File: src/hdl/iafp_pkg.sv
// Package: widths, pipeline types and arctangent table for the far-point angle block.
`default_nettype none
package iafp_pkg;

  localparam int COORD_BITS      = 12;
  localparam int ANGLE_FRAC_BITS = 8;
  localparam int ANGLE_W         = 16;
  localparam int ACC_FRAC        = 24;
  localparam int CORDIC_STEPS    = 24;
  localparam int NORM_EXP        = 40;

  // Difference, product, cross/dot, CORDIC lane and angle accumulator widths
  localparam int DW  = COORD_BITS + 1;
  localparam int PW  = 2 * DW;
  localparam int CDW = PW + 1;
  localparam int XW  = NORM_EXP + 5;
  localparam int ZW  = ACC_FRAC + 10;
  localparam int SHW = $clog2(NORM_EXP + 1);

  // Register stages: front 4, normalize 2, CORDIC, output 1
  localparam int FRONT_ST = 4;
  localparam int NORM_ST  = 2;
  localparam int NSTAGES  = FRONT_ST + NORM_ST + CORDIC_STEPS + 1;

  localparam logic signed [ZW-1:0] Z_90  = ZW'(90) <<< ACC_FRAC;
  localparam logic signed [ZW-1:0] Z_180 = ZW'(180) <<< ACC_FRAC;
  localparam int ANGLE_MAX = 180 << ANGLE_FRAC_BITS;

  typedef struct packed {
    logic signed [CDW-1:0] crs;
    logic signed [CDW-1:0] dot;
    logic                  degen;
  } cd_t;

  typedef struct packed {
    logic signed [XW-1:0] x;
    logic signed [XW-1:0] y;
    logic signed [ZW-1:0] z;
    logic                 bypass;
    logic                 degen;
  } lane_t;

  // round(atan(2^-i) * 180 / pi * 2^24)
  function automatic logic signed [ZW-1:0] atan_deg(input int i);
    case (i)
      0:  return ZW'(754974720);
      1:  return ZW'(445687602);
      2:  return ZW'(235489088);
      3:  return ZW'(119537938);
      4:  return ZW'(60000934);
      5:  return ZW'(30029717);
      6:  return ZW'(15018523);
      7:  return ZW'(7509720);
      8:  return ZW'(3754917);
      9:  return ZW'(1877466);
      10: return ZW'(938734);
      11: return ZW'(469367);
      12: return ZW'(234684);
      13: return ZW'(117342);
      14: return ZW'(58671);
      15: return ZW'(29335);
      16: return ZW'(14668);
      17: return ZW'(7334);
      18: return ZW'(3667);
      19: return ZW'(1833);
      20: return ZW'(917);
      21: return ZW'(458);
      22: return ZW'(229);
      23: return ZW'(115);
      default: return '0;
    endcase
  endfunction

  // Right shift that truncates the magnitude toward zero
  function automatic logic signed [XW-1:0] shr0(input logic signed [XW-1:0] v, input int s);
    logic signed [XW-1:0] m;
    m = (v < 0) ? -v : v;
    m = m >>> s;
    return (v < 0) ? -m : m;
  endfunction

endpackage
`default_nettype wire

File: src/hdl/iafp_out.sv
// Output stage: clamp, round to the output fraction width, result register.
`default_nettype none
module iafp_out
  import iafp_pkg::*;
(
  input  wire logic               clk,
  input  wire logic               en,
  input  wire lane_t              lane,
  output logic [ANGLE_W-1:0]      angle_deg,
  output logic                    degenerate
);

  localparam int RSH = ACC_FRAC - ANGLE_FRAC_BITS;
  localparam logic signed [ZW-1:0] HALF = ZW'(1) <<< (RSH - 1);

  logic signed [ZW-1:0] zc, zr;
  logic [ANGLE_W-1:0] ang_nxt, ang_r;
  logic degen_r;

  always_comb begin
    zc = lane.z;
    if (zc < 0) zc = '0;
    if (zc > Z_180) zc = Z_180;
    zr = (zc + HALF) >>> RSH;
    if (zr > ZW'(ANGLE_MAX)) zr = ZW'(ANGLE_MAX);
    ang_nxt = zr[ANGLE_W-1:0];
  end

  always_ff @(posedge clk) begin
    if (en) begin
      ang_r <= ang_nxt;
      degen_r <= lane.degen;
    end
  end

  assign angle_deg = ang_r;
  assign degenerate = degen_r;

endmodule
`default_nettype wire

File: config.mk
export PLATFORM = sky130hd
export DESIGN_NAME = iafp_out
export DESIGN_NICKNAME = d
export VERILOG_FILES = /design/src/hdl/iafp_pkg.sv /design/src/hdl/iafp_out.sv
export SDC_FILE = /design/constraint.sdc
export NUM_CORES = 1
export LEC_CHECK = 0
export ABC_AREA = 0
export ABC_CLOCK_PERIOD_IN_PS = 5300
export BUFFER_PORTS_ARGS = -buffer_cell sky130_fd_sc_hd__buf_2
export CAP_MARGIN = 40
export CORE_MARGIN = 3
export CORE_UTILIZATION = 35
export CTS_BUF_LIST = sky130_fd_sc_hd__clkbuf_16
export DETAILED_ROUTE_END_ITERATION = 10
export PLACE_DENSITY = 0.81
export SYNTH_ARGS = -nofsm -noshare
export SYNTH_HDL_FRONTEND = slang
export SYNTH_SLANG_ARGS = --single-unit
export TNS_END_PERCENT = 100
File: constraint.sdc
create_clock -name clk -period 5.3 [get_ports clk]
set_input_delay 1.59 -clock clk [delete_from_list [all_inputs] [get_ports clk]]
set_output_delay 1.59 -clock clk [all_outputs]
set_load 0.005 [all_outputs]
==> flow_summary.ini <==
[clocking]
numCtsBuffers = 3
h-tree-depth = 1
root_buffer = clkbuf_16
cts_repair_resize_count = 0
cts_setup_buffers = 0
cts_tree = done
cts_buffer_depth = 2
cts_sinks = 17
clk_pin_slew_worst_paths_ns = 0.05
postCtsHoldBufs = 0

[worst_setup_path]
slowest_delay_ns = 0.44
cp.required_ns = 5.34
cpMaxStageDelayCell = a211o_2
worstSetupPathType = input port to flip-flop
crit_family = simple AND/OR/NAND/NOR gates
critPathLaunchType = input port
cp_max_fo = 12
critPathBufInv = 1
worstPathArrival_ns = 4.46
cpMostUsedCell = nand4_1
critPathCaptureType = flip-flop
crit_chain = buf_2 -> nor4_1 -> nand4_1 -> nor3_4 -> nor2_2 -> nor2b_1 -> ha_1 -> nand4_1 -> nor2_1 -> nand2_1 -> xor2_1 -> o21ai_1 -> a211o_2 -> a2111oi_2

[synthesis]
synth_cells = 131
syn_area_um2 = 1340
ys_ff_latch = 17
synthFlopType = edfxtp_1
ys_types = 46
ys_warn_count = 0
synth_nets = 260
avgSynthCellArea_um2 = 10.2
yosysSeqAreaShare = 0.381
synth_edf_count = 17
async_flop_share = 0

[flow_run]
maxCapViolCount = 0

[pwr]
pwr-share-seq = 0.425
power.share.combinational = 0.192
leakage_nw = 0.679
power.switching_w = 0.0000887
total_power_w = 0.000381
power.density_nw_per_um2 = 223
switching_share = 0.233
clkPwrFrac = 0.382
power.internal_w = 0.000292
peakVddDrop_mv = 0.0904

[grt]
grt_overflow = 0
grt_max_degree = 18
track_usage = 0.136
antenna_found_initial = 0
first_global_vias = 1098
grt_pass1_wl_mm = 4.82

[die]
start_util = 0.383
die_area_um2 = 4600
die_x_um = 67.8
core_um2 = 3490
die_h_um = 67.8
pin_count = 145
row_count = 21

[detailed_routing]
ant_nets = 0
drtPass1Iterations = 4
drcViolationCount = 0
viasPerCell = 5.18
first_iter_violations = 74
vias = 1196
post_drt_wl_per_cell_um = 12.7
finalWirelength_mm = 2.93

[placed_design]
placed_cell_area_um2 = 1630
post-place-ws_ns = 0.617
dp_hpwl_mm = 2.38
port_buffers = 53
gp_congestion = 0.865

[timing]
slew_viol_final = 0
max_slew_margin = 0.729
tightestPinTransition_ns = 0.407
period_needed_ns = 4.41
setup_viol = 0
finalCritPeriodShare = 0.832
grt_setup_unrepaired = no
hold_viol = 0
final.setup.tns_ns = 0
layout_setup_ws_ns = 0.889
fmax_mhz = 227

[layout]
n_fill_cell = 330
diodes = 0
register_area_um2 = 510
multi_input_area_um2 = 772
final_layout_size_suffix_gt1_frac = 0.422
area_growth_pct = 27.5
finalInstanceArea_um2 = 1710
fin_util = 0.488
final_nets = 315

[worst_hold_path]
hp-class = input port to flip-flop

[run_status]
status = finished clean
-- power groups by stage --
stage / registers, W / logic [W] / clock network (W)
floorplan: 0.000167 / 0.0000373 / 0
global placement: 0.000164 / 0.0000723 / 0
detailed placement: 0.000165 / 0.0000732 / 0
CTS: 0.000162 / 0.0000737 / 0.000148
global route: 0.000163 / 0.0000825 / 0.000156
finish: 0.000162 / 0.0000733 / 0.000146
-- area by class of cell --
type,count,area share
Sequential cell,17,0.299
Clock buffer,3,0.0440
Timing Repair Buffer,56,0.169
Tap cell,46,0.0337
Clock inverter,1,0.00220
Multi-Input combinational cell,108,0.452
-- flip-flops by register name (all words and copies together) (netlist names) --
signal / count
angle_deg: 16
degenerate: 1
-- Yosys cell counts, types with 2 or more instances --
| cell type | n | share of area |
|---|---|---|
| xor2_1 | 10 | 0.065 |
| nand2_1 | 10 | 0.028 |
| nand4_1 | 5 | 0.023 |
| nand4b_1 | 2 | 0.013 |
| o21ai_0 | 4 | 0.015 |
| edfxtp_1 | 17 | 0.38 |
| nor2_2 | 3 | 0.014 |
| and3_1 | 2 | 0.0093 |
| nor3_1 | 3 | 0.011 |
| nand3_1 | 10 | 0.037 |
| nor2_1 | 8 | 0.022 |
| a21oi_1 | 7 | 0.026 |
| buf_6 | 3 | 0.025 |
| nand2b_1 | 2 | 0.0093 |
| a21o_1 | 2 | 0.011 |
| a211oi_2 | 3 | 0.028 |
| a211oi_1 | 2 | 0.011 |
| nor4_1 | 5 | 0.023 |
| xnor2_1 | 4 | 0.026 |
| nor2b_1 | 3 | 0.014 |
-- final timing paths --
path,start,to,cells after the start
worst min-delay path,lane[0],degenerate,1
worst max-delay path,lane[29],angle_deg[9],14
-- cell families after synthesis --
logic type / synth area share
flip-flops: 0.381
multiplexers: 0.00748
AO/OA/AOI/OAI: 0.158
AND/OR/NAND/NOR: 0.310
adder cells (fa/ha/maj): 0.00934
buffers and inverters: 0.0420
XOR/XNOR: 0.0916
-- metrics by stage --
stage | hold WS, ns | std cells
after CTS | 1.52 | 231
after global placement | 1.77 | 227
after detailed placement | 1.77 | 227
final | 1.52 | 231
after global routing | 1.52 | 231
after floorplan | 1.69 | 131
-- metal layers --
layer	global-route usage	routed length, um	vias to the layer above
li1	-	-	610
met1	0.175	1280	532
met2	0.231	1330	49
met3	0.0115	246	5
met4	0.0620	65	0
met5	0	0	-
-- cell usage in the layout, fill, tap and decap left out, types with 2 or more instances in the layout --
cell type / netlist / layout
nand2b_1: 2 / 2
nor3_1: 3 / 3
o21ai_0: 4 / 4
xor2_1: 10 / 10
nand4b_1: 2 / 2
nand2_1: 10 / 10
nor2_2: 3 / 3
a211oi_1: 2 / 2
a211oi_2: 3 / 3
nand4_1: 5 / 5
a21o_1: 2 / 2
nor2b_1: 3 / 3
nor4_1: 5 / 5
nand3_1: 10 / 10
edfxtp_1: 17 / 17
xnor2_1: 4 / 4
and3_1: 2 / 2
nor2_1: 8 / 8
a21oi_1: 7 / 7
buf_2: 1 / 53
clkbuf_16: 0 / 3
buf_4: 0 / 3
No activity file was read; power rests on OpenSTA's default activity.
