### src/hdl/iafp_pkg.sv
// Package: widths, pipeline types and arctangent table for the far-point angle block.
`default_nettype none
package iafp_pkg;

  localparam int COORD_BITS      = 12;
  localparam int ANGLE_FRAC_BITS = 8;
  localparam int ANGLE_W         = 16;
  localparam int ACC_FRAC        = 24;
  localparam int CORDIC_STEPS    = 24;
  localparam int NORM_EXP        = 40;

  // Difference, product, cross/dot, CORDIC lane and angle accumulator widths
  localparam int DW  = COORD_BITS + 1;
  localparam int PW  = 2 * DW;
  localparam int CDW = PW + 1;
  localparam int XW  = NORM_EXP + 5;
  localparam int ZW  = ACC_FRAC + 10;
  localparam int SHW = $clog2(NORM_EXP + 1);

  // Register stages: front 4, normalize 2, CORDIC, output 1
  localparam int FRONT_ST = 4;
  localparam int NORM_ST  = 2;
  localparam int NSTAGES  = FRONT_ST + NORM_ST + CORDIC_STEPS + 1;

  localparam logic signed [ZW-1:0] Z_90  = ZW'(90) <<< ACC_FRAC;
  localparam logic signed [ZW-1:0] Z_180 = ZW'(180) <<< ACC_FRAC;
  localparam int ANGLE_MAX = 180 << ANGLE_FRAC_BITS;

  typedef struct packed {
    logic signed [CDW-1:0] crs;
    logic signed [CDW-1:0] dot;
    logic                  degen;
  } cd_t;

  typedef struct packed {
    logic signed [XW-1:0] x;
    logic signed [XW-1:0] y;
    logic signed [ZW-1:0] z;
    logic                 bypass;
    logic                 degen;
  } lane_t;

  // round(atan(2^-i) * 180 / pi * 2^24)
  function automatic logic signed [ZW-1:0] atan_deg(input int i);
    case (i)
      0:  return ZW'(754974720);
      1:  return ZW'(445687602);
      2:  return ZW'(235489088);
      3:  return ZW'(119537938);
      4:  return ZW'(60000934);
      5:  return ZW'(30029717);
      6:  return ZW'(15018523);
      7:  return ZW'(7509720);
      8:  return ZW'(3754917);
      9:  return ZW'(1877466);
      10: return ZW'(938734);
      11: return ZW'(469367);
      12: return ZW'(234684);
      13: return ZW'(117342);
      14: return ZW'(58671);
      15: return ZW'(29335);
      16: return ZW'(14668);
      17: return ZW'(7334);
      18: return ZW'(3667);
      19: return ZW'(1833);
      20: return ZW'(917);
      21: return ZW'(458);
      22: return ZW'(229);
      23: return ZW'(115);
      default: return '0;
    endcase
  endfunction

  // Right shift that truncates the magnitude toward zero
  function automatic logic signed [XW-1:0] shr0(input logic signed [XW-1:0] v, input int s);
    logic signed [XW-1:0] m;
    m = (v < 0) ? -v : v;
    m = m >>> s;
    return (v < 0) ? -m : m;
  endfunction

endpackage
`default_nettype wire

### src/hdl/iafp_front.sv
// Front stages: distances, vertex choice, difference vectors, cross and dot products.
`default_nettype none
module iafp_front
  import iafp_pkg::*;
(
  input  wire logic                  clk,
  input  wire logic [FRONT_ST-1:0]   en,
  input  wire logic [COORD_BITS-1:0] first_x,
  input  wire logic [COORD_BITS-1:0] first_y,
  input  wire logic [COORD_BITS-1:0] second_x,
  input  wire logic [COORD_BITS-1:0] second_y,
  input  wire logic [COORD_BITS-1:0] ref_x,
  input  wire logic [COORD_BITS-1:0] ref_y,
  output cd_t                        cd
);

  logic signed [DW-1:0] d1x, d1y, d2x, d2y;
  logic signed [PW-1:0] s1x, s1y, s2x, s2y;
  logic [PW-1:0] d1_nxt, d2_nxt, d1_r, d2_r;
  logic [COORD_BITS-1:0] p1x_r, p1y_r, p2x_r, p2y_r, cx_r, cy_r;
  logic [COORD_BITS-1:0] ax, ay, bx, by;
  logic signed [DW-1:0] px_nxt, py_nxt, qx_nxt, qy_nxt;
  logic signed [DW-1:0] px_r, py_r, qx_r, qy_r;
  logic degen_nxt, degen1_r, degen2_r;
  logic signed [PW-1:0] pxqy_r, pyqx_r, pxqx_r, pyqy_r;
  cd_t cd_nxt, cd_r;

  // Stage 0: squared distances to C
  always_comb begin
    d1x = $signed({1'b0, first_x}) - $signed({1'b0, ref_x});
    d1y = $signed({1'b0, first_y}) - $signed({1'b0, ref_y});
    d2x = $signed({1'b0, second_x}) - $signed({1'b0, ref_x});
    d2y = $signed({1'b0, second_y}) - $signed({1'b0, ref_y});
    s1x = d1x * d1x;
    s1y = d1y * d1y;
    s2x = d2x * d2x;
    s2y = d2y * d2y;
    d1_nxt = $unsigned(s1x) + $unsigned(s1y);
    d2_nxt = $unsigned(s2x) + $unsigned(s2y);
  end

  always_ff @(posedge clk) begin
    if (en[0]) begin
      p1x_r <= first_x;  p1y_r <= first_y;
      p2x_r <= second_x; p2y_r <= second_y;
      cx_r  <= ref_x;    cy_r  <= ref_y;
      d1_r  <= d1_nxt;   d2_r  <= d2_nxt;
    end
  end

  // Stage 1: strictly closer candidate is B, tie keeps first as vertex A
  always_comb begin
    if (d1_r < d2_r) begin
      bx = p1x_r; by = p1y_r; ax = p2x_r; ay = p2y_r;
    end else begin
      bx = p2x_r; by = p2y_r; ax = p1x_r; ay = p1y_r;
    end
    px_nxt = $signed({1'b0, bx}) - $signed({1'b0, ax});
    py_nxt = $signed({1'b0, by}) - $signed({1'b0, ay});
    qx_nxt = $signed({1'b0, cx_r}) - $signed({1'b0, ax});
    qy_nxt = $signed({1'b0, cy_r}) - $signed({1'b0, ay});
    degen_nxt = ((px_nxt == '0) && (py_nxt == '0)) || ((qx_nxt == '0) && (qy_nxt == '0));
  end

  always_ff @(posedge clk) begin
    if (en[1]) begin
      px_r <= px_nxt; py_r <= py_nxt;
      qx_r <= qx_nxt; qy_r <= qy_nxt;
      degen1_r <= degen_nxt;
    end
  end

  // Stage 2: four products
  always_ff @(posedge clk) begin
    if (en[2]) begin
      pxqy_r <= px_r * qy_r;
      pyqx_r <= py_r * qx_r;
      pxqx_r <= px_r * qx_r;
      pyqy_r <= py_r * qy_r;
      degen2_r <= degen1_r;
    end
  end

  // Stage 3: cross and dot
  always_comb begin
    cd_nxt.crs   = CDW'(pxqy_r) - CDW'(pyqx_r);
    cd_nxt.dot   = CDW'(pxqx_r) + CDW'(pyqy_r);
    cd_nxt.degen = degen2_r;
  end

  always_ff @(posedge clk) begin
    if (en[3]) cd_r <= cd_nxt;
  end

  assign cd = cd_r;

endmodule
`default_nettype wire

### config.mk
export PLATFORM = sky130hd
export DESIGN_NAME = iafp_front
export DESIGN_NICKNAME = d
export VERILOG_FILES = /design/src/hdl/iafp_pkg.sv /design/src/hdl/iafp_front.sv
export SDC_FILE = /design/constraint.sdc
export NUM_CORES = 2
export LEC_CHECK = 0
export ABC_CLOCK_PERIOD_IN_PS = 9450
export BUFFER_PORTS_ARGS = -buffer_cell sky130_fd_sc_hd__buf_4
export CORE_UTILIZATION = 60
export DETAILED_ROUTE_END_ITERATION = 12
export PLACE_DENSITY_LB_ADDON = 0.1
export SYNTH_ARGS = -nofsm -noshare
export SYNTH_HDL_FRONTEND = slang
export SYNTH_SLANG_ARGS = --single-unit
### constraint.sdc
create_clock -name clk -period 9.45 [get_ports clk]
set_input_delay 0.945 -clock clk [delete_from_list [all_inputs] [get_ports clk]]
set_output_delay 0.945 -clock clk [all_outputs]
set_load 0.02 [all_outputs]
==> parameters.txt <==
Parameter                              Value

Min path
  HP Class    register to register

Placement
  Estimated wirelength of the detail-placed design    135500 microns
  Port buffer count    131
  Placer's final routability congestion estimate    0.9826
  Inst Count DP    8473

Routing
  Routed via count    45930
  Total wirelength of the detailed-routed design    159300 microns
  Antenna Violating Nets Remaining    0
  Final routed DRC violation total    0
  Per-cell routed wire length    18.62 microns
  Drt initial violations    2541
  Number of iterations in the first detailed-routing pass    6
  Via/cell ratio    5.369

Synth
  Synthesized area per cell    9.869 sq um
  Area share of the leading cell type in the synthesized netlist    0.4029
  Post-synthesis register bit count    337
  Async SR Flop Fraction    0
  Netlist cell types    87
  Sequential share of the synthesized area    0.1533
  Predominant post-synthesis flop cell    sky130_fd_sc_hd__edfxtp_1
  Biggest area consumer among synthesized cells    sky130_fd_sc_hd__fa_1
  Net count of the mapped netlist    8732
  Number of standard cells after synthesis    6691
  Count of flip-flops with a built-in enable after synthesis    337
  Total of warnings raised by yosys    0
  Summed instance area of the synthesized netlist    66030 sq um
  Synth area leaders    sky130_fd_sc_hd__fa_1, sky130_fd_sc_hd__edfxtp_1, sky130_fd_sc_hd__ha_1

Worst setup path
  Required time of the worst setup path    9.84 ns
  Startpoint-to-endpoint class of the critical path    input pin to register
  Critical path launch point type    input pin
  Worst path top cell family by delay    adder cells
  Worst-path maximum fanout    6
  Slowest cell delay on critical path    0.55 ns
  Critical path buffers and inverters    9
  Cell with the biggest individual delay on the critical path    sky130_fd_sc_hd__fa_1
  Cell occurring most often along the worst timing path    sky130_fd_sc_hd__fa_1
  Element type at the critical path end    register
  Arrival time of the worst setup path    9.39 ns
  Setup slack on the worst flop-to-flop path    2.01 ns

Global route
  Vias in the first global route    49994
  Global-route wire length before repair    261800 microns
  Maximum number of pins on one net before global-route repair    72
  Grt ovf    0
  Antenna violations before repair    4
  Total Routing Usage GR    0.3029

Timing
  Final number of hold-violating endpoints    0
  Final setup violation count    0
  Final clock skew    0.03468 ns
  Worst Tran Pin Value    1.244 ns
  Share of the cycle needed by the critical path after routing    0.9527
  Fmax    111.1 MHz
  Worst slew slack as a fraction of its limit    0.1709
  Pins over their slew limit    0
  Final critical path time including I/O delays and setup    9.003 ns

Die
  Die X-Extent    333.7 microns
  Effective utilization at floorplan    0.6058
  Row cnt    121
  Die Y-Extent    333.7 microns
  Area of the die    111400 sq um
  Number of I/O pins    132
  Core Box Area    109000 sq um

Layout
  Net total in the final layout    9147
  Fraction of layout instances using a drive strength above 1    0.09905
  Area delta synth->final    10.33%
  Number of standard cells in the final layout excluding fillers    8555

Clock network
  Cts bufs inserted    44
  Clock tree from TritonCTS    built
  Sinks on the clock net    337
  Skew-Pair Late Insertion Delay    0.65 ns
  Master cell of the clock root buffer    sky130_fd_sc_hd__clkbuf_16
  H-tree level count    2
  Clock Path Buffers    3
  Clock transition at the registers of the reported paths    0.07 ns

Run
  Number of maximum-capacitance constraint violations    0

Status
  Result of the run    complete, no violations
==> kinds of logic (layout without fill, tap and decap cells) <==
logic type,Yosys count,after routing,share of synthesized area
buffers and inverters,1852,2299,0.1054
XOR/XNOR,308,308,0.04085
adder cells (fa/ha/maj),1991,1991,0.5273
other,0,3,0
AND/OR/NAND/NOR,1616,1616,0.1146
AO/OA/AOI/OAI,568,568,0.05521
multiplexers,19,19,0.003278
flip-flops,337,337,0.1533
==> worst reg2reg max path, cell delays in order (launching register included) <==
cell and delay (ns):
sky130_fd_sc_hd__edfxtp_1 0.81, sky130_fd_sc_hd__buf_4 0.36, sky130_fd_sc_hd__nand2_1 0.12, sky130_fd_sc_hd__fa_1 0.56, sky130_fd_sc_hd__inv_1 0.05, sky130_fd_sc_hd__fa_1 0.45
sky130_fd_sc_hd__ha_1 0.29, sky130_fd_sc_hd__ha_1 0.29, sky130_fd_sc_hd__inv_1 0.05, sky130_fd_sc_hd__fa_1 0.48, sky130_fd_sc_hd__inv_1 0.04, sky130_fd_sc_hd__ha_1 0.26
sky130_fd_sc_hd__ha_1 0.22, sky130_fd_sc_hd__fa_1 0.46, sky130_fd_sc_hd__a21o_1 0.19, sky130_fd_sc_hd__a21oi_1 0.22, sky130_fd_sc_hd__o21bai_1 0.09, sky130_fd_sc_hd__a21oi_1 0.25
sky130_fd_sc_hd__o21bai_1 0.10, sky130_fd_sc_hd__a21oi_1 0.24, sky130_fd_sc_hd__nor2b_1 0.10, sky130_fd_sc_hd__o31ai_1 0.47, sky130_fd_sc_hd__a211oi_1 0.23, sky130_fd_sc_hd__o31ai_1 0.47
sky130_fd_sc_hd__o21bai_1 0.12, sky130_fd_sc_hd__a21oi_1 0.25, sky130_fd_sc_hd__xnor2_1 0.09
==> worst paths after layout <==
check,from,end,depth (start not counted)
max,ref_x[0],d2_r[25],39
min,degen2_r,cd[0],0
max reg2reg,qx_r[1],pyqx_r[25],26
min reg2reg,degen2_r,cd[0],0
==> routing by layer <==
metal / global-route usage / share of wire
met2: 0.5271 / 0.50
met4: 0.1432 / 0.055
met1: 0.3787 / 0.39
met5: 0 / 0
met3: 0.03409 / 0.053
==> placed cells by master, fill, tap and decap left out, drive strengths merged, types with 48 or more instances in the layout <==
| master | count |
|---|---|
| a21oi | 190 |
| and2 | 269 |
| buf | 548 |
| clkbuf | 48 |
| edfxtp | 337 |
| fa | 1329 |
| ha | 635 |
| inv | 1662 |
| nand2 | 668 |
| nand2b | 85 |
| nor2 | 347 |
| nor3 | 62 |
| o21ai | 113 |
| o21bai | 52 |
| xnor2 | 247 |
| xor2 | 61 |
==> registers in the layout (all words and copies together) (netlist names), 13 cells and up <==
register	count
cd	55
pxqx_r	26
py_r	13
px_r	13
pyqy_r	26
qx_r	13
d2_r	26
pxqy_r	26
d1_r	26
qy_r	13
pyqx_r	26
==> synthesized netlist by cell type, types with 19 or more instances <==
library cell               count
sky130_fd_sc_hd__a21boi_0     29
sky130_fd_sc_hd__a21o_1       43
sky130_fd_sc_hd__a21oi_1     184
sky130_fd_sc_hd__a31oi_1      19
sky130_fd_sc_hd__and2_1      269
sky130_fd_sc_hd__and3_1       24
sky130_fd_sc_hd__clkbuf_1    165
sky130_fd_sc_hd__edfxtp_1    337
sky130_fd_sc_hd__fa_1       1329
sky130_fd_sc_hd__ha_1        635
sky130_fd_sc_hd__inv_1      1655
sky130_fd_sc_hd__maj3_1       27
sky130_fd_sc_hd__nand2_1     668
sky130_fd_sc_hd__nand2b_1     84
sky130_fd_sc_hd__nand3_1      37
sky130_fd_sc_hd__nor2_1      347
sky130_fd_sc_hd__nor2b_1      38
sky130_fd_sc_hd__nor3_1       60
sky130_fd_sc_hd__o21a_1       25
sky130_fd_sc_hd__o21ai_0     107
sky130_fd_sc_hd__o21bai_1     52
sky130_fd_sc_hd__or2_2        20
sky130_fd_sc_hd__xnor2_1     247
sky130_fd_sc_hd__xor2_1       61
==> stage by stage <==
step	setup slack [ns]	area, sq um	setup TNS [ns]	hold WS (ns)	utilization
2_1_floorplan	0.02079	66040	0	0.4003	-
3_3_place_gp	-0.4379	71270	-2.934	0.4072	0.6539
3_5_place_dp	-0.6916	71270	-5.067	0.4156	0.6539
4_1_cts	0.02705	72750	0	0.3868	0.6674
5_1_grt	-0.006122	72850	-0.006122	0.4017	0.6683
6_report	0.4472	72850	0	0.3972	0.6684
==> area by class of cell <==
class / instances / area [sq um]
multi-input combinational: 4502 / 49050
clock inverter: 30 / 355.3
antenna: 3 / 7.507
timing repair buffer: 548 / 4151
sequential: 337 / 10120
fill: 8758 / 36150
inverter: 1673 / 6280
tap: 1414 / 1769
clock buffer: 48 / 1116
==> timing repair <==
item	4_1_cts	5_1_grt
resized for setup	2	45
setup buffers	0	1
hold buffers	0	0
setup endpoints to repair	2	14
pin swaps	0	7
Power is left out: the tool's default activity adds up to more than one toggle a clock period on the data nets, which glitch-free logic cannot reach.
