==> config.mk <==
export PLATFORM = sky130hd
export DESIGN_NAME = iafp_norm
export DESIGN_NICKNAME = d
export VERILOG_FILES = /design/src/hdl/iafp_pkg.sv /design/src/hdl/iafp_norm.sv
export SDC_FILE = /design/constraint.sdc
export NUM_CORES = 1
export LEC_CHECK = 0
export BUFFER_PORTS_ARGS = -buffer_cell sky130_fd_sc_hd__buf_4
export CORE_MARGIN = 2
export CORE_UTILIZATION = 63
export DETAILED_ROUTE_END_ITERATION = 10
export PLACE_DENSITY = 0.87
export SLEW_MARGIN = 0
export SYNTH_ARGS = -nofsm -noshare
export SYNTH_HDL_FRONTEND = slang
export SYNTH_SLANG_ARGS = --single-unit
==> constraint.sdc <==
create_clock -name clk -period 10.95 [get_ports clk]
set_input_delay 2.19 -clock clk [delete_from_list [all_inputs] [get_ports clk]]
set_output_delay 2.19 -clock clk [all_outputs]
set_load 0.05 [all_outputs]
==> src/hdl/iafp_pkg.sv <==
// Package: widths, pipeline types and arctangent table for the far-point angle block.
`default_nettype none
package iafp_pkg;

  localparam int COORD_BITS      = 12;
  localparam int ANGLE_FRAC_BITS = 8;
  localparam int ANGLE_W         = 16;
  localparam int ACC_FRAC        = 24;
  localparam int CORDIC_STEPS    = 24;
  localparam int NORM_EXP        = 40;

  // Difference, product, cross/dot, CORDIC lane and angle accumulator widths
  localparam int DW  = COORD_BITS + 1;
  localparam int PW  = 2 * DW;
  localparam int CDW = PW + 1;
  localparam int XW  = NORM_EXP + 5;
  localparam int ZW  = ACC_FRAC + 10;
  localparam int SHW = $clog2(NORM_EXP + 1);

  // Register stages: front 4, normalize 2, CORDIC, output 1
  localparam int FRONT_ST = 4;
  localparam int NORM_ST  = 2;
  localparam int NSTAGES  = FRONT_ST + NORM_ST + CORDIC_STEPS + 1;

  localparam logic signed [ZW-1:0] Z_90  = ZW'(90) <<< ACC_FRAC;
  localparam logic signed [ZW-1:0] Z_180 = ZW'(180) <<< ACC_FRAC;
  localparam int ANGLE_MAX = 180 << ANGLE_FRAC_BITS;

  typedef struct packed {
    logic signed [CDW-1:0] crs;
    logic signed [CDW-1:0] dot;
    logic                  degen;
  } cd_t;

  typedef struct packed {
    logic signed [XW-1:0] x;
    logic signed [XW-1:0] y;
    logic signed [ZW-1:0] z;
    logic                 bypass;
    logic                 degen;
  } lane_t;

  // round(atan(2^-i) * 180 / pi * 2^24)
  function automatic logic signed [ZW-1:0] atan_deg(input int i);
    case (i)
      0:  return ZW'(754974720);
      1:  return ZW'(445687602);
      2:  return ZW'(235489088);
      3:  return ZW'(119537938);
      4:  return ZW'(60000934);
      5:  return ZW'(30029717);
      6:  return ZW'(15018523);
      7:  return ZW'(7509720);
      8:  return ZW'(3754917);
      9:  return ZW'(1877466);
      10: return ZW'(938734);
      11: return ZW'(469367);
      12: return ZW'(234684);
      13: return ZW'(117342);
      14: return ZW'(58671);
      15: return ZW'(29335);
      16: return ZW'(14668);
      17: return ZW'(7334);
      18: return ZW'(3667);
      19: return ZW'(1833);
      20: return ZW'(917);
      21: return ZW'(458);
      22: return ZW'(229);
      23: return ZW'(115);
      default: return '0;
    endcase
  endfunction

  // Right shift that truncates the magnitude toward zero
  function automatic logic signed [XW-1:0] shr0(input logic signed [XW-1:0] v, input int s);
    logic signed [XW-1:0] m;
    m = (v < 0) ? -v : v;
    m = m >>> s;
    return (v < 0) ? -m : m;
  endfunction

endpackage
`default_nettype wire

==> src/hdl/iafp_norm.sv <==
// Special cases, quadrant fold and left normalization ahead of CORDIC.
`default_nettype none
module iafp_norm
  import iafp_pkg::*;
(
  input  wire logic               clk,
  input  wire logic [NORM_ST-1:0] en,
  input  wire cd_t                cd,
  output lane_t                   lane
);

  logic [CDW-1:0] c_abs, d_neg, xn_nxt, yn_nxt, xn_r, yn_r, orv;
  logic signed [ZW-1:0] z_nxt, z_r;
  logic bypass_nxt, bypass_r, degen_r;
  logic [SHW-1:0] h, s_nxt, s_r;
  lane_t lane_nxt, lane_r;

  // Stage 4: classify, fold obtuse angles, find leading one
  always_comb begin
    c_abs = (cd.crs < 0) ? CDW'(-cd.crs) : CDW'(cd.crs);
    d_neg = CDW'(-cd.dot);
    xn_nxt = CDW'(cd.dot);
    yn_nxt = c_abs;
    z_nxt = '0;
    bypass_nxt = 1'b1;
    if (cd.degen) begin
      z_nxt = '0;
    end else if (c_abs == '0) begin
      z_nxt = (cd.dot > 0) ? '0 : Z_180;
    end else if (cd.dot == '0) begin
      z_nxt = Z_90;
    end else if (cd.dot < 0) begin
      bypass_nxt = 1'b0;
      xn_nxt = c_abs;
      yn_nxt = d_neg;
      z_nxt = Z_90;
    end else begin
      bypass_nxt = 1'b0;
    end
    orv = xn_nxt | yn_nxt;
    h = '0;
    for (int i = 0; i < CDW; i++) begin
      if (orv[i]) h = SHW'(i);
    end
    s_nxt = SHW'(NORM_EXP) - h;
  end

  always_ff @(posedge clk) begin
    if (en[0]) begin
      xn_r <= xn_nxt; yn_r <= yn_nxt; z_r <= z_nxt;
      bypass_r <= bypass_nxt; degen_r <= cd.degen; s_r <= s_nxt;
    end
  end

  // Stage 5: shift both magnitudes together
  always_comb begin
    lane_nxt.x = $signed(XW'(xn_r)) <<< s_r;
    lane_nxt.y = $signed(XW'(yn_r)) <<< s_r;
    lane_nxt.z = z_r;
    lane_nxt.bypass = bypass_r;
    lane_nxt.degen = degen_r;
  end

  always_ff @(posedge clk) begin
    if (en[1]) lane_r <= lane_nxt;
  end

  assign lane = lane_r;

endmodule
`default_nettype wire

==> results of run 1 <==
-- final cells by class --
class                   count  area, µm²  share of cell area
flip-flops and latches    160       4800               0.360
well taps                 229        287              0.0215
repair buffers            168       1260              0.0945
clock buffers              17        425              0.0319
clock inverters            15        141              0.0106
multi-input cells         998       6340               0.475
inverters                  23       86.3             0.00647
-- metal layers --
metal | vias up | GRT usage | share of wire
li1 | 4872 | - | -
met1 | 4876 | 0.446 | 0.39
met2 | 664 | 0.545 | 0.48
met3 | 95 | 0.0506 | 0.093
met4 | 0 | 0.145 | 0.041
met5 | - | 0 | 0
-- worst max-delay path by stage --
stage / slack, ps / endpoint
2_1_floorplan: 4370 / s_r[4]
3_3_place_gp: 3620 / s_r[4]
3_5_place_dp: 3380 / s_r[4]
4_1_cts: 3830 / s_r[4]
5_1_grt: 3250 / s_r[4]
6_report: 3740 / s_r[4]
-- registers in the layout, indices dropped and copies added (netlist names) --
signal,flops
bypass_r,1
degen_r,1
lane,95
s_r,6
xn_r,27
yn_r,27
z_r,3
-- kinds of logic (layout without fill, tap and decap cells) --
group / count (synthesis) / after routing / synth area share
compound gates: 302 / 302 / 0.163
xor+xnor: 57 / 57 / 0.0430
fa+ha+maj: 3 / 3 / 0.00319
buf+inv: 154 / 223 / 0.0620
flops: 160 / 160 / 0.408
mux: 94 / 94 / 0.112
other cells: 1 / 27 / 0.000319
simple gates: 515 / 515 / 0.209
-- worst register-to-register path, cell delays in order (launching register included) --
cell and delay (ps):
edfxtp_1 840, buf_4 730, mux4_2 640, mux2_2 300
o21ai_0 490, nor2_1 80, nor2_1 130, nor2_1 50
-- metrics by stage --
step / setup WS [ps] / power [W] / util / area (µm²) / hold WS, ps
2_1_floorplan: 4370 / 0.00135 / - / 11900 / 400
3_3_place_gp: 3620 / 0.00154 / 0.704 / 12800 / 401
3_5_place_dp: 3380 / 0.00155 / 0.704 / 12800 / 405
4_1_cts: 3830 / 0.00212 / 0.735 / 13300 / 416
5_1_grt: 3250 / 0.00222 / 0.735 / 13300 / 426
6_report: 3740 / 0.00213 / 0.735 / 13300 / 415
-- cells in the mapped netlist (4+ instances only) --
master,count
inv_1,21
o21a_1,7
o31ai_1,10
nor2_1,190
and2_1,8
nor3_1,19
a221oi_1,4
nor4_1,10
and3_1,11
mux4_2,28
xor2_1,36
buf_1,15
xnor2_1,20
edfxtp_1,160
mux2_2,20
o22a_1,5
a22oi_1,4
buf_4,33
or4_1,17
or3_1,13
or2_2,14
buf_2,4
mux2i_1,46
clkbuf_1,76
nor2b_1,11
a211oi_1,21
nand4_1,16
o21ai_0,78
o211ai_1,4
a31oi_1,12
nand2_1,152
o22ai_1,24
nand3_1,20
a21oi_1,84
-- cell usage in the layout, fill, tap and decap left out, drive strengths merged, types with 12 or more instances in the layout --
| master | count |
|---|---|
| a21oi | 84 |
| edfxtp | 160 |
| or2 | 15 |
| buf | 168 |
| o21ai | 81 |
| nand2 | 153 |
| mux4 | 28 |
| mux2 | 20 |
| a211oi | 21 |
| clkbuf | 17 |
| xnor2 | 20 |
| nor2 | 190 |
| xor2 | 37 |
| or3 | 13 |
| inv | 32 |
| nand4 | 19 |
| mux2i | 46 |
| nor3 | 20 |
| nand3 | 20 |
| o22ai | 24 |
| nor4 | 12 |
| conb | 27 |
| a31oi | 12 |
| or4 | 18 |
-- power groups by stage --
stage | sequential, W | combinational, W | clock (W)
finish | 0.000786 | 0.000775 | 0.000573
floorplan | 0.000908 | 0.000438 | 0
CTS | 0.000786 | 0.000759 | 0.000578
global route | 0.000793 | 0.000828 | 0.000597
detailed placement | 0.000799 | 0.000755 | 0
global placement | 0.000796 | 0.000741 | 0
==> metrics, run 1 <==
Worst Tran Pin Value 1080 ps; critical setup path kind input port to register; DRT iter0 DRCs ~1600; worst reg2reg endpoint lane[109]; asr flop ratio synth 0; Root Driver clkbuf_16; worst reg2reg setup slack about 7400 ps; final cell count without fillers 1610; switching pwr 0.000826 W; hold path startpoint bypass_r; Layout Nets 1429; Flop pwr share 0.368; Post-Syn Area between 10000 and 15000 µm²; die width 141 µm; CTS Hold Buffers Added 0; placer's final routability congestion estimate 1.03; htree depth 4; initial antenna violation count 0; Vias 10507; fraction of layout cells with a size suffix above 1 0.205; Num CTS Buffers 17; hpwl dp 24800 µm; Sw Ratio 0.387; Worst path max stage delay 680 ps; Max Fanout on Critical Path 40; Max-cap violations 0; Synth area leader edfxtp_1; number of synthesized flops with an enable pin 160; GRT Util Overall 0.333; reg2reg start s_r[0]; row count 49; dpl cells between 1500 and 2000; synth unique cells 84; largest net degree at the start of global routing 84; worst setup path start cd[28]; startpoint types input port; Hold Path End lane[1]; DRT Pass-1 Iters 7; vias per std cell 6.53; clk sinks 160; relative slew slack 0.274; Clk Latency, worst-skew pair 440 ps; Critical Path, Cell by Cell buf_4, inv_1, ha_1, nor3b_2, nand4_4, o41ai_1, xor2_1, nand4_1, or4_4, nand2_2, nor2_1, o311ai_1, a2111oi_0, a22oi_1, a21oi_1, o21ai_0, ha_1, a21oi_1, o22a_1; Main synth FF type edfxtp_1; top cell type's share of synthesized area 0.408; antenna-violating nets left 0; CP required 11140 ps; CP delay by family, top simple AND/OR/NAND/NOR gates; hold crit path type register to register; area grow syn2layout 13.3%; Final Hold Fails 0; crit share post-route 0.659; gr ovfl total 0; vias in the first global route 9396; Reg clk slew, reported paths ~60 ps; fill count 1274; Seq cells post-synth between 150 and 200; first-pass GRT wire length 51600 µm; FMAX between 100 and 150 MHz; Post-CTS Setup Repair Bufs 0; Comb pwr share 0.363; Worst VDD drop roughly 0.11 mV; Post-Synthesis Cells 1286; core box area 18100 µm²; CTS tree yes; RSZ-0062 raised after global routing false; sequential area share after synthesis 0.408; final sum of negative setup slack 0 ps; max-slew violations 0; Clock power frac 0.268; Bufs on Longest Clock Path 2; crit path DAT between 7000 and 8000 ps; worst path bufs/invs 2; Cell Int Power 0.00131 W; CP endpoint kind register; Routed WL 33100 µm; Final min period 7210 ps; Synth area leaders edfxtp_1 (41%), nor2_1 (6.1%), mux4_2 (5.4%), nand2_1 (4.8%), mux2i_1 (3.9%); Die H 141 µm; IO Port Bufs 156; syn_area_per_cell 9.16 µm²; PwrDens 160 nW/µm²; outcome completed; drt wl/cell 20.6 µm; Leakage a little over 5 nW; Boundary Pins 184; # DRC 0; post_cts resized 0; initial core utilization 0.649; Hold Crit Depth 0; CP max-delay cell or4_4; Final Skew between 10 and 15 ps; Syn. warnings 0; Setup Viol. Count Final 0; WP depth 19; Die ar. 19800 µm²; R2R depth 7; ANT cells 0
Note: power is estimated with default switching activity, not from simulation.
==> run 2, diff against run 1 <==
Settings changed: CORE_UTILIZATION 63 to 58, PLACE_DENSITY 0.87 to 0.81.
Clock period 10.95 ns to 7.2 ns, I/O delays scaled along.
==> metrics, run 2 (same netlist as run 1, synthesis figures left out) <==
vias in the first global route 9085 (was 9396); Max Fanout on Critical Path 40 (unchanged); die width 146 µm (was 141 µm); worst path bufs/invs 2 (unchanged); Die ar. 21500 µm² (was 19800 µm²); worst setup path start cd[28] (unchanged); antenna-violating nets left 0 (unchanged); met2 routed WL 14800 µm (was 15800 µm); CP Capture Point s_r[4] (unchanged); reg2reg start s_r[1] (was s_r[0]); Leakage 5.20 nW (was 5.18 nW); gr ovfl total 0 (unchanged); dpl cells 1624 (was 1578); crit path DAT 6430 ps (was 7400 ps); # DRC 0 (unchanged); FMAX 160 MHz; DRT Pass-1 Iters 6 (was 7); Power Total 0.00322 W (was 0.00213 W); fin util 0.668 (was 0.735); Die H 146 µm (was 141 µm); first-pass GRT wire length 50100 µm (was 51600 µm); startpoint types input port (unchanged); drt wl/cell 19.2 µm (was 20.6 µm); relative slew slack 0.235 (was 0.274); Worst VDD drop 0.205 mV (was 0.114 mV); hold crit path type register to register (unchanged); critical setup path kind input port to register (unchanged); max-slew violations 0 (unchanged); Final min period 6250 ps; hpwl dp 24000 µm (was 24800 µm); most frequent cells in the layout nor2_1 (190), buf_4 (173), edfxtp_1 (160), nand2_1 (151), a21oi_1 (84) (was nor2_1 (190), buf_4 (168), edfxtp_1 (160), nand2_1 (151), a21oi_1 (84)); ANT cells 0 (unchanged); Metal-1 WL 13200 µm (was 12900 µm); CTS tree yes (unchanged); largest net degree at the start of global routing 88 (was 84); Final Hold Fails 0 (unchanged); vias per std cell 6.23 (was 6.53); post_cts resized 0 (unchanged); Max-cap violations 0 (unchanged); IO Port Bufs 156 (unchanged); CP endpoint kind register (unchanged); fill count 1622 (was 1274); Bufs on Longest Clock Path 2 (unchanged); core box area 20100 µm² (was 18100 µm²); clk sinks 160 (unchanged); CP max-delay cell or4_4 (unchanged); Max Used Layer met4 (unchanged); placer's final routability congestion estimate 0.997 (was 1.03); post-route cell area 13400 µm² (was 13300 µm²); Vias 10321 (was 10507); GRT Util Overall 0.297 (was 0.333); final cell count without fillers 1656 (was 1610); initial core utilization 0.586 (was 0.649); CTS Hold Buffers Added 0 (unchanged); CP required 7380 ps (was 11140 ps); outcome completed (unchanged); Routed WL 31800 µm (was 33100 µm); Num CTS Buffers 17 (unchanged); commonest non-fill, non-tap cell in the layout nor2_1 (unchanged); Critical Path, Cell by Cell buf_4, inv_1, ha_1, nor3b_2, nand4_4, o41ai_2, xor2_1, nand4_1, or4_4, a31o_2, a21boi_1, nand4_1, a2111oi_0, a22oi_1, a21oi_1, o21ai_0, ha_1, o22a_1 (was buf_4, inv_1, ha_1, nor3b_2, nand4_4, o41ai_1, xor2_1, nand4_1, or4_4, nand2_2, nor2_1, o311ai_1, a2111oi_0, a22oi_1, a21oi_1, o21ai_0, ha_1, a21oi_1, o22a_1); Final Skew 11.5 ps (was 11.9 ps); crit share post-route 0.867; worst reg2reg endpoint lane[114] (was lane[109]); Root Driver clkbuf_16 (unchanged); Layout Nets 1434 (was 1429); fraction of layout cells with a size suffix above 1 0.208 (was 0.205); Setup Viol. Count Final 0 (unchanged); Post-CTS Setup Repair Bufs 0 (unchanged); max FFs per register 95 (unchanged); initial antenna violation count 0 (unchanged); met3 WL 2600 µm (was 3090 µm); DRT iter0 DRCs 1125 (was 1559); WP depth 18 (was 19); R2R depth 9 (was 7); RSZ-0062 raised after global routing false (unchanged); worst reg2reg setup slack 3920 ps (was 7430 ps); Clk Latency, worst-skew pair 430 ps (was 440 ps); htree depth 4 (unchanged); Reg clk slew, reported paths 60 ps (about the same); row count 52 (was 49); Boundary Pins 184 (unchanged); Worst path max stage delay 780 ps (was 680 ps); DP Area 12900 µm² (was 12800 µm²); area grow syn2layout 14.1% (was 13.3%); Worst Tran Pin Value 1140 ps (was 1080 ps); CP delay by family, top compound AO/OA/AOI/OAI gates (was simple AND/OR/NAND/NOR gates); final sum of negative setup slack 0 ps (unchanged); PwrDens 240 nW/µm² (was 160 nW/µm²)
## run 2: metal layers
layer  vias to the layer above  GRT usage
met5                         -          0
met4                         0      0.129
met3                        70     0.0428
met2                       543      0.471
met1                      4823      0.411
li1                       4885          -
## run 2: area by class of cell
cell class	instances	area (µm²)	share of cell area
clock buffer	17	425	0.0317
multi-input combinational	998	6340	0.472
tap	270	338	0.0251
inverter	23	86.3	0.00643
clock inverter	15	143	0.0106
timing repair buffer	173	1300	0.0967
sequential	160	4800	0.358
## run 2: worst min-delay path by stage
stage          endpoint  slack (ps)  startpoint  cells after the start
2_1_floorplan   lane[0]         400     degen_r                      0
3_3_place_gp    lane[0]         400     degen_r                      0
3_5_place_dp   lane[32]         410     z_r[27]                      0
4_1_cts        lane[32]         420     z_r[27]                      0
5_1_grt        lane[30]         430     z_r[28]                      0
6_report       lane[30]         420     z_r[28]                      0
## run 2: per-stage QoR
| stage | hold WS (ps) | setup slack, ps |
|---|---|---|
| 2_1_floorplan | 400 | 1370 |
| 3_3_place_gp | 402 | 790 |
| 3_5_place_dp | 409 | 634 |
| 4_1_cts | 424 | 1080 |
| 5_1_grt | 428 | 645 |
| 6_report | 421 | 955 |
## run 2: where the power goes
part | total [W] | leakage, nW | internal, W | switching, W
clock network | 0.000859 | 0.278 | 0.000459 | 0.000400
registers | 0.00119 | 1.63 | 0.00115 | 0.0000456
logic | 0.00117 | 3.29 | 0.000386 | 0.000787
## run 2: worst register-to-register path: stages, from the launching register on
cell,delay (ps)
edfxtp_1,320
buf_4,590
clkinv_1,730
a211oi_1,370
a21oi_1,100
mux2_2,340
o21ai_0,230
nor2_1,60
a21oi_1,140
o22ai_1,100
==> run 3, diff against run 2 <==
Settings changed: CAP_MARGIN set to 20, PLACE_DENSITY 0.81 to not set, PLACE_DENSITY_LB_ADDON set to 0.2.
==> metrics, run 3 (same netlist as run 1, synthesis figures left out) <==
outcome completed (unchanged); Cell Int Power 0.00198 W (was 0.00199 W); Final Hold Fails 0 (unchanged); ANT cells 0 (unchanged); die width 146 µm (unchanged); crit path DAT 6560 ps (was 6430 ps); Comb pwr share 0.367 (was 0.364); switching pwr 0.00121 W (was 0.00123 W); crit share post-route 0.886 (was 0.867); placer's final routability congestion estimate 0.978 (was 0.997); first-pass GRT wire length 51600 µm (was 50100 µm); Flop pwr share 0.376 (was 0.370); Routed WL 33000 µm (was 31800 µm); relative slew slack 0.245 (was 0.235); largest net degree at the start of global routing 88 (unchanged); hold crit path type register to register (unchanged); Final Hold Slack 432 ps (was 421 ps); Multi-input gate area 6340 µm² (unchanged); Num CTS Buffers 17 (unchanged); CTS tree yes (unchanged); row count 52 (unchanged); final cell count without fillers 1657 (was 1656); FMAX 157 MHz (was 160 MHz); DRT iter0 DRCs 1082 (was 1125); vias in the first global route 9264 (was 9085); Vias 10164 (was 10321); Clock power frac 0.258 (was 0.266); Post-CTS Setup Repair Bufs 0 (unchanged); # DRC 0 (unchanged); hpwl dp 24700 µm (was 24000 µm); max FFs per register 95 (unchanged); initial core utilization 0.586 (unchanged); Worst Tran Pin Value 1130 ps (was 1140 ps); Setup WS pre-CTS 480 ps (was 634 ps); fill count 1663 (was 1622); htree depth 4 (unchanged); gr ovfl total 0 (unchanged); antenna-violating nets left 0 (unchanged); final sum of negative setup slack 0 ps (unchanged); PwrDens 238 nW/µm² (was 240 nW/µm²); dpl cells 1624 (unchanged); CP endpoint kind register (unchanged); CTS Hold Buffers Added 0 (unchanged); Root Driver clkbuf_16 (unchanged); Bufs on Longest Clock Path 2 (unchanged); Die H 146 µm (unchanged); area taken by flip-flops and latches 4800 µm² (unchanged); Max Fanout on Critical Path 40 (unchanged); CP required 7380 ps (about the same); GRT Util Overall 0.305 (was 0.297); most frequent cells in the layout nor2_1 (190), buf_4 (174), edfxtp_1 (160), nand2_1 (151), a21oi_1 (84) (was nor2_1 (190), buf_4 (173), edfxtp_1 (160), nand2_1 (151), a21oi_1 (84)); core box area 20100 µm² (unchanged); area grow syn2layout 13.9% (was 14.1%); Die ar. 21500 µm² (unchanged); Reg clk slew, reported paths 70 ps (was 60 ps); IO Port Bufs 156 (unchanged); Setup Viol. Count Final 0 (unchanged); Max-cap violations 0 (unchanged); Clk Latency, worst-skew pair 420 ps (was 430 ps); startpoint types input port (unchanged); Boundary Pins 184 (unchanged); vias per std cell 6.13 (was 6.23); Power Total 0.00319 W (was 0.00322 W); DRT Pass-1 Iters 6 (unchanged); clk sinks 160 (unchanged); post_cts resized 0 (unchanged); fraction of layout cells with a size suffix above 1 0.207 (was 0.208); Sw Ratio 0.379 (was 0.382); critical setup path kind input port to register (unchanged); worst setup margin 824 ps (was 955 ps); Final min period 6380 ps (was 6250 ps); max-slew violations 0 (unchanged); drt wl/cell 19.9 µm (was 19.2 µm); RSZ-0062 raised after global routing false (unchanged); Layout Nets 1435 (was 1434); Final Skew 14.5 ps (was 11.5 ps); initial antenna violation count 0 (unchanged); Worst VDD drop 0.181 mV (was 0.205 mV); commonest non-fill, non-tap cell in the layout nor2_1 (unchanged); Leakage 5.17 nW (was 5.20 nW)
## run 3: final timing paths
path / startpoint / to / slack (ps) / depth (start not counted)
worst min-delay path: degen_r / lane[0] / 430 / 0
worst max-delay path: cd[28] / s_r[4] / 820 / 18
worst min register to register: degen_r / lane[0] / 430 / 0
worst max register to register: s_r[1] / lane[117] / 3850 / 10
## run 3: per-layer routing
metal,part of all wire,track usage,up-vias
li1,-,-,4870
met1,0.41,0.406,4708
met2,0.48,0.502,493
met3,0.064,0.0372,93
met4,0.048,0.144,0
met5,0,0,-
## run 3: area by class of cell
class	count	area share
clock buffers	19	0.0323
clock inverters	13	0.00774
inverters	23	0.00644
multi-input cells	998	0.473
flip-flops and latches	160	0.358
well taps	270	0.0252
repair buffers	174	0.0974
## run 3: stage by stage
step,util,cell area (µm²)
floorplan,-,11900
global placement,0.640,12900
detailed placement,0.640,12900
CTS,0.667,13400
global route,0.667,13400
finish,0.667,13400
## run 3: worst max-delay path, cell delays in order
cell and delay, ps:
buf_4 130, inv_1 60, ha_1 200, nor3b_2 430, nand4_4 230, o41ai_2 410, xor2_1 370, nand4_1 170
or4_4 770, a31o_2 290, a21boi_1 260, nand4_1 180, a2111oi_0 480, a22oi_1 230, a21oi_1 240, o21ai_0 110
ha_1 290, o22a_1 220
## run 3: power by group through the flow
stage | sequential (W) | clock, W | combinational, W
global placement | 0.00121 | 0 | 0.00113
finish | 0.00120 | 0.000821 | 0.00117
global route | 0.00121 | 0.000863 | 0.00126
floorplan | 0.00138 | 0 | 0.000666
CTS | 0.00120 | 0.000830 | 0.00115
detailed placement | 0.00122 | 0 | 0.00114
